**config.mk**
```make
export PLATFORM = sky130hd
export DESIGN_NAME = stripe_counter_autocal_unit
export DESIGN_NICKNAME = d
export VERILOG_FILES = /design/src/sv/sca_pkg.sv /design/src/sv/sca_step.sv /design/src/sv/stripe_counter_autocal_unit.sv
export SDC_FILE = /design/constraint.sdc
export NUM_CORES = 1
export LEC_CHECK = 0
export BUFFER_PORTS_ARGS = -buffer_cell sky130_fd_sc_hd__buf_2
export CAP_MARGIN = 10
export CORE_MARGIN = 10
export CORE_UTILIZATION = 30
export DETAILED_ROUTE_END_ITERATION = 8
export HOLD_SLACK_MARGIN = 0.1
export PLACE_DENSITY = 0.56
export SLEW_MARGIN = 20
export SYNTH_ARGS = -nofsm -noshare
export SYNTH_HDL_FRONTEND = slang
export SYNTH_HIERARCHICAL = 1
export SYNTH_SLANG_ARGS = --single-unit
```
**constraint.sdc**
```tcl
create_clock -name clk -period 15.33 [get_ports clk]
set_input_delay 0.7665 -clock clk [delete_from_list [all_inputs] [get_ports clk]]
set_output_delay 0.7665 -clock clk [all_outputs]
set_load 0.01 [all_outputs]
```
**src/sv/sca_pkg.sv**
```systemverilog
// sca_pkg: shared widths, switch indexes and record types for the stripe counter
// used by sca_step, stripe_counter_autocal_unit and sca_checker
`default_nettype none

package sca_pkg;

    // field widths
    localparam int SENSOR_BITS  = 10;
    localparam int SWITCH_COUNT = 6;
    localparam int SUM_W        = SENSOR_BITS + 1;
    localparam int MIN_W        = SENSOR_BITS + 2;
    localparam int THR_W        = SENSOR_BITS + 3;
    localparam int CNT_W        = 8;

    // calibration marks
    localparam logic [MIN_W-1:0] MIN_NONE = {MIN_W{1'b1}};
    localparam logic [SUM_W-1:0] MAX_NONE = '0;

    // switch roles
    localparam int SW_CLEAR  = 0;
    localparam int SW_RECAL  = 1;
    localparam int SW_REPORT = 2;

    // running state carried from item to item
    typedef struct packed {
        logic [SWITCH_COUNT-1:0] prev_sw;
        logic [MIN_W-1:0]        min_sum;
        logic [SUM_W-1:0]        max_sum;
        logic                    white;
        logic [CNT_W-1:0]        stripe_cnt;
        logic [CNT_W-1:0]        change_cnt;
        logic                    report;
    } state_t;

    // one result item
    typedef struct packed {
        logic [SUM_W-1:0] line_sum;
        logic [MIN_W-1:0] low_mark;
        logic [SUM_W-1:0] high_mark;
        logic             on_white;
        logic [CNT_W-1:0] stripe_total;
        logic [CNT_W-1:0] change_total;
        logic             counts_event;
        logic             report_levels;
    } result_t;

endpackage

`default_nettype wire

```
**src/sv/sca_step.sv**
```systemverilog
// sca_step: combinational step of the stripe counter, switches, calibration, class
// depends on sca_pkg for widths, state_t and result_t
`default_nettype none

module sca_step (
    input  sca_pkg::state_t                     cur,
    input  logic [sca_pkg::SENSOR_BITS-1:0]     sensor_left,
    input  logic [sca_pkg::SENSOR_BITS-1:0]     sensor_right,
    input  logic [sca_pkg::SWITCH_COUNT-1:0]    switch_bits,
    output sca_pkg::state_t                     nxt,
    output sca_pkg::result_t                    res
);
    import sca_pkg::*;

    logic [SWITCH_COUNT-1:0] rise;
    logic [SUM_W-1:0]        sum;
    logic [MIN_W-1:0]        min_sw;
    logic [SUM_W-1:0]        max_sw;
    logic [MIN_W-1:0]        min_cal;
    logic [SUM_W-1:0]        max_cal;
    logic [THR_W-1:0]        black_thr;
    logic [THR_W-1:0]        max_x3;
    logic [SUM_W-1:0]        white_thr;
    logic                    white_base;
    logic                    white_new;
    logic [CNT_W-1:0]        stripe_base;
    logic [CNT_W-1:0]        change_base;
    logic                    changed;

    // rising switch edges and the sensor sum
    assign rise = switch_bits & ~cur.prev_sw;
    assign sum  = SUM_W'({1'b0, sensor_left}) + SUM_W'({1'b0, sensor_right});

    // switch actions
    assign stripe_base = rise[SW_CLEAR] ? '0 : cur.stripe_cnt;
    assign change_base = rise[SW_CLEAR] ? '0 : cur.change_cnt;
    assign white_base  = rise[SW_CLEAR] ? 1'b1 : cur.white;
    assign min_sw      = rise[SW_RECAL] ? MIN_NONE : cur.min_sum;
    assign max_sw      = rise[SW_RECAL] ? MAX_NONE : cur.max_sum;

    // widen the calibration range
    always_comb
    begin
        min_cal = min_sw;
        max_cal = max_sw;
        if (MIN_W'(sum) < min_sw)
        begin
            min_cal = MIN_W'(sum);
        end
        else if (sum > max_sw)
        begin
            max_cal = sum;
        end
    end

    // thresholds at 1.25 * min and 0.75 * max
    assign black_thr = THR_W'(min_cal) + THR_W'(min_cal >> 2);
    assign max_x3    = THR_W'({max_cal, 1'b0}) + THR_W'(max_cal);
    assign white_thr = SUM_W'(max_x3 >> 2);

    // classify with hysteresis
    always_comb
    begin
        priority if (THR_W'(sum) < black_thr)
        begin
            white_new = 1'b0;
        end
        else if (sum > white_thr)
        begin
            white_new = 1'b1;
        end
        else
        begin
            white_new = white_base;
        end
    end

    assign changed = (white_new != white_base);

    // next state
    always_comb
    begin
        nxt.prev_sw    = switch_bits;
        nxt.min_sum    = min_cal;
        nxt.max_sum    = max_cal;
        nxt.white      = white_new;
        nxt.stripe_cnt = (changed && !white_new) ? stripe_base + CNT_W'(1) : stripe_base;
        nxt.change_cnt = changed ? change_base + CNT_W'(1) : change_base;
        nxt.report     = rise[SW_REPORT] ? ~cur.report : cur.report;
    end

    // result item
    always_comb
    begin
        res.line_sum      = sum;
        res.low_mark      = nxt.min_sum;
        res.high_mark     = nxt.max_sum;
        res.on_white      = nxt.white;
        res.stripe_total  = nxt.stripe_cnt;
        res.change_total  = nxt.change_cnt;
        res.counts_event  = rise[SW_CLEAR] | changed;
        res.report_levels = nxt.report;
    end

endmodule

`default_nettype wire

```
**src/sv/stripe_counter_autocal_unit.sv**
```systemverilog
// stripe_counter_autocal_unit: an input transfer reaches result valid through the registers below
// throughput one item per cycle while out_stall does not hold a full result register, set by the state update loop
// input register, then the combinational step, then the result register
// a full result register holds under out_stall while an empty input register still fills
// rst_n async low: pipeline empty, min 4095, max 0, white, counters 0, report on
`default_nettype none

module stripe_counter_autocal_unit (
    input  logic                                clk,
    input  logic                                rst_n,
    input  logic                                in_valid,
    output logic                                in_stall,
    input  logic [sca_pkg::SENSOR_BITS-1:0]     sensor_left,
    input  logic [sca_pkg::SENSOR_BITS-1:0]     sensor_right,
    input  logic [sca_pkg::SWITCH_COUNT-1:0]    switch_bits,
    output logic                                out_valid,
    input  logic                                out_stall,
    output logic [sca_pkg::SUM_W-1:0]           line_sum,
    output logic [sca_pkg::MIN_W-1:0]           low_mark,
    output logic [sca_pkg::SUM_W-1:0]           high_mark,
    output logic                                on_white,
    output logic [sca_pkg::CNT_W-1:0]           stripe_total,
    output logic [sca_pkg::CNT_W-1:0]           change_total,
    output logic                                counts_event,
    output logic                                report_levels
);
    import sca_pkg::*;

    logic                    in_valid_reg;
    logic [SENSOR_BITS-1:0]  left_reg;
    logic [SENSOR_BITS-1:0]  right_reg;
    logic [SWITCH_COUNT-1:0] sw_reg;
    state_t                  state_reg;
    state_t                  state_next;
    result_t                 res_next;
    result_t                 res_reg;
    logic                    out_valid_reg;
    logic                    out_busy;
    logic                    advance;

    // handshake control
    assign out_busy = out_valid_reg & out_stall;
    assign in_stall = in_valid_reg & out_busy;
    assign advance  = in_valid_reg & ~out_busy;

    // input register
    always_ff @(posedge clk or negedge rst_n)
    begin
        if (!rst_n)
        begin
            in_valid_reg <= 1'b0;
        end
        else if (!in_stall)
        begin
            in_valid_reg <= in_valid;
        end
    end

    always_ff @(posedge clk)
    begin
        if (!in_stall && in_valid)
        begin
            left_reg  <= sensor_left;
            right_reg <= sensor_right;
            sw_reg    <= switch_bits;
        end
    end

    // step logic
    sca_step u_step (
        .cur          (state_reg),
        .sensor_left  (left_reg),
        .sensor_right (right_reg),
        .switch_bits  (sw_reg),
        .nxt          (state_next),
        .res          (res_next)
    );

    // running state
    always_ff @(posedge clk or negedge rst_n)
    begin
        if (!rst_n)
        begin
            state_reg.prev_sw    <= '0;
            state_reg.min_sum    <= MIN_NONE;
            state_reg.max_sum    <= MAX_NONE;
            state_reg.white      <= 1'b1;
            state_reg.stripe_cnt <= '0;
            state_reg.change_cnt <= '0;
            state_reg.report     <= 1'b1;
        end
        else if (advance)
        begin
            state_reg <= state_next;
        end
    end

    // result register
    always_ff @(posedge clk or negedge rst_n)
    begin
        if (!rst_n)
        begin
            out_valid_reg <= 1'b0;
        end
        else if (!out_busy)
        begin
            out_valid_reg <= in_valid_reg;
        end
    end

    always_ff @(posedge clk)
    begin
        if (advance)
        begin
            res_reg <= res_next;
        end
    end

    // outputs
    assign out_valid     = out_valid_reg;
    assign line_sum      = res_reg.line_sum;
    assign low_mark      = res_reg.low_mark;
    assign high_mark     = res_reg.high_mark;
    assign on_white      = res_reg.on_white;
    assign stripe_total  = res_reg.stripe_total;
    assign change_total  = res_reg.change_total;
    assign counts_event  = res_reg.counts_event;
    assign report_levels = res_reg.report_levels;

endmodule

`default_nettype wire

```
==> flow_summary.toml <==
[outcome]
status = "finished clean"

[timing]
slew_violations = 0
rsz0062_at_grt = "no"
skew_ns = 0.0106
slew_headroom_pct = 30.5
period_minus_slack_ns = 10.26
worst_slew_pin_slew_ns = 1.04
fin_tns_setup_ns = 0
setup_viol = 0
finalHoldViolations = 0
setup_ws_ns = 5.07
max_freq_ghz = 0.0975
period_share_pct = 66.9

[grt]
grt_pass1_wl_um = 27300
grt_max_degree = 74
grt_antenna_before_repair = 0
grt_pass1_vias = 5091
gr-total-overflow = 0
grtUsageTotal_pct = 10.4

[clock_tree]
clk_pin_slew_ns = 0.06
post_cts_buffers = 0
cts_tree = "done"
htreeDepth = 4
clkLatencyLatePin_ns = 0.42
cts_hold_buf = 0
root_buffer = "clkbuf_16"
cts_sinks = 122
post_cts.resized_instances = 0
cts_max_path_buffers = 2
cts_made_buffers = 17

[setup_path]
crit_family = "compound AO/OA/AOI/OAI gates"
max_stage_delay_ns = 0.59
critPathCaptureType = "register"
arrival_ns = 10.55
worst_path_max_delay_cell = "nor4_1"
crit_type = "register to register"
critPathMaxFanout = 22
worst-path-stages = 41
crit_top_cell = "a21oi_1"
cp.required_ns = 15.62
startpoint = "left_reg[1]"
path_buf_inv = 3
critPathLaunchType = "register"
r2r_cells = 41
worstReg2RegStart = "left_reg[1]"

[logic_synthesis]
synth_warnings = 6
postSynthAreaPerCell_um2 = 11.1
syn-instance-count = 697
netlist_area_um2 = 7750

[drt]
drt-pass1-iter-count = 4
dr_total_vias = 5184
dr.first_iter.drc_count = 246
drt-vias-per-instance = 4.78
wire_per_inst_um = 15.4
finalWirelength_um = 16700
ant_nets = 0
drc = 0

[cells_and_area]
syn_to_final_growth_pct = 12.8
drive_above_1_share_pct = 25.2
post-route-util_pct = 34.5
largest_reg_flops = 44
nets = 843
antenna_cells = 0

[die]
start_util_pct = 30.6
die_h_um = 181
dieArea_um2 = 32600
rows = 58
io_pins = 85
die_width_um = 181
coreArea_um2 = 25300

[place]
place.gp.congestion = 0.801
io_buffer_count = 81
place_ws_ns = 5.07
dp_hpwl_um = 12400

[hold_path]
hold_class = "input port to asynchronous set/reset pin"

[pwr]
power.density_nw_per_um2 = 190
peakVddDrop_v = 0.0000724
p_leak_nw = 3.74

[flow_run]
cap_violations = 0
[worst paths after layout]
check                           endpoint  slack (ns)
hold reg to reg                out_valid        0.48
hold / removal             state_reg[16]        0.46
setup reg to reg            state_reg[2]        5.07
setup / recovery            state_reg[2]        5.07
min in group clk               out_valid        0.48
max in group asynchronous  state_reg[24]       14.41
[worst reg2reg max path: cells and delay by family, from the launching register on]
kind | cells | cell delay [ns]
xor gates and xnor gates | 2 | 0.51
muxes | 2 | 0.66
and+or+nand+nor | 5 | 1.34
AOI/OAI and AO/OA | 25 | 5.07
buffers and inverters | 3 | 0.61
DFF | 1 | 0.42
adders and majority gates | 4 | 1.48
[final cells by class]
class / count / area, um2
Fill cell: 2529 / 16600
Multi-Input combinational cell: 482 / 3720
Sequential cell: 122 / 3450
Clock buffer: 19 / 443
Timing Repair Buffer: 86 / 443
Tap cell: 330 / 413
Clock inverter: 13 / 143
Inverter: 32 / 120
[layout by cell type (no fill, tap or decap), types with 6 or more instances in the layout]
master,instances
a21o_1,22
a21oi_1,43
and2_1,10
buf_2,81
clkbuf_16,17
dfrtp_1,32
dfstp_2,14
edfxtp_1,76
ha_1,69
inv_1,31
mux2_2,31
mux2_4,18
nand2_1,36
nand2b_1,14
nand3_1,26
nand4_1,7
nor2_1,42
nor2b_1,11
nor3_1,9
o211ai_1,6
o21a_1,10
o21ai_0,39
or3_1,9
xnor2_1,19
xor2_1,9
[report_power, final]
group | total [W] | switching (W) | internal, W
clock | 0.000398 | 0.000153 | 0.000245
combinational | 0.000773 | 0.000438 | 0.000335
sequential | 0.000485 | 0.0000334 | 0.000452
total | 0.00166 | 0.000624 | 0.00103
[layer usage]
metal | global-route usage [%] | up-vias | wire length, um
met5 | 0 | - | 0
met4 | 3.48 | 0 | 203
met3 | 2.31 | 12 | 751
met2 | 15.9 | 109 | 7560
met1 | 14.0 | 2473 | 8230
li1 | - | 2590 | -
[through the flow]
stage	hold WS (ns)	area (um2)	std cells	total power, W
CTS	0.483	8730	1084	0.00168
detailed placement	0.466	8150	1052	0.00127
global placement	0.461	8150	1052	0.00125
finish	0.459	8730	1084	0.00166
floorplan	0.442	7750	699	0.00115
global route	0.501	8730	1084	0.00180
Note: power is estimated with default switching activity, not from simulation.
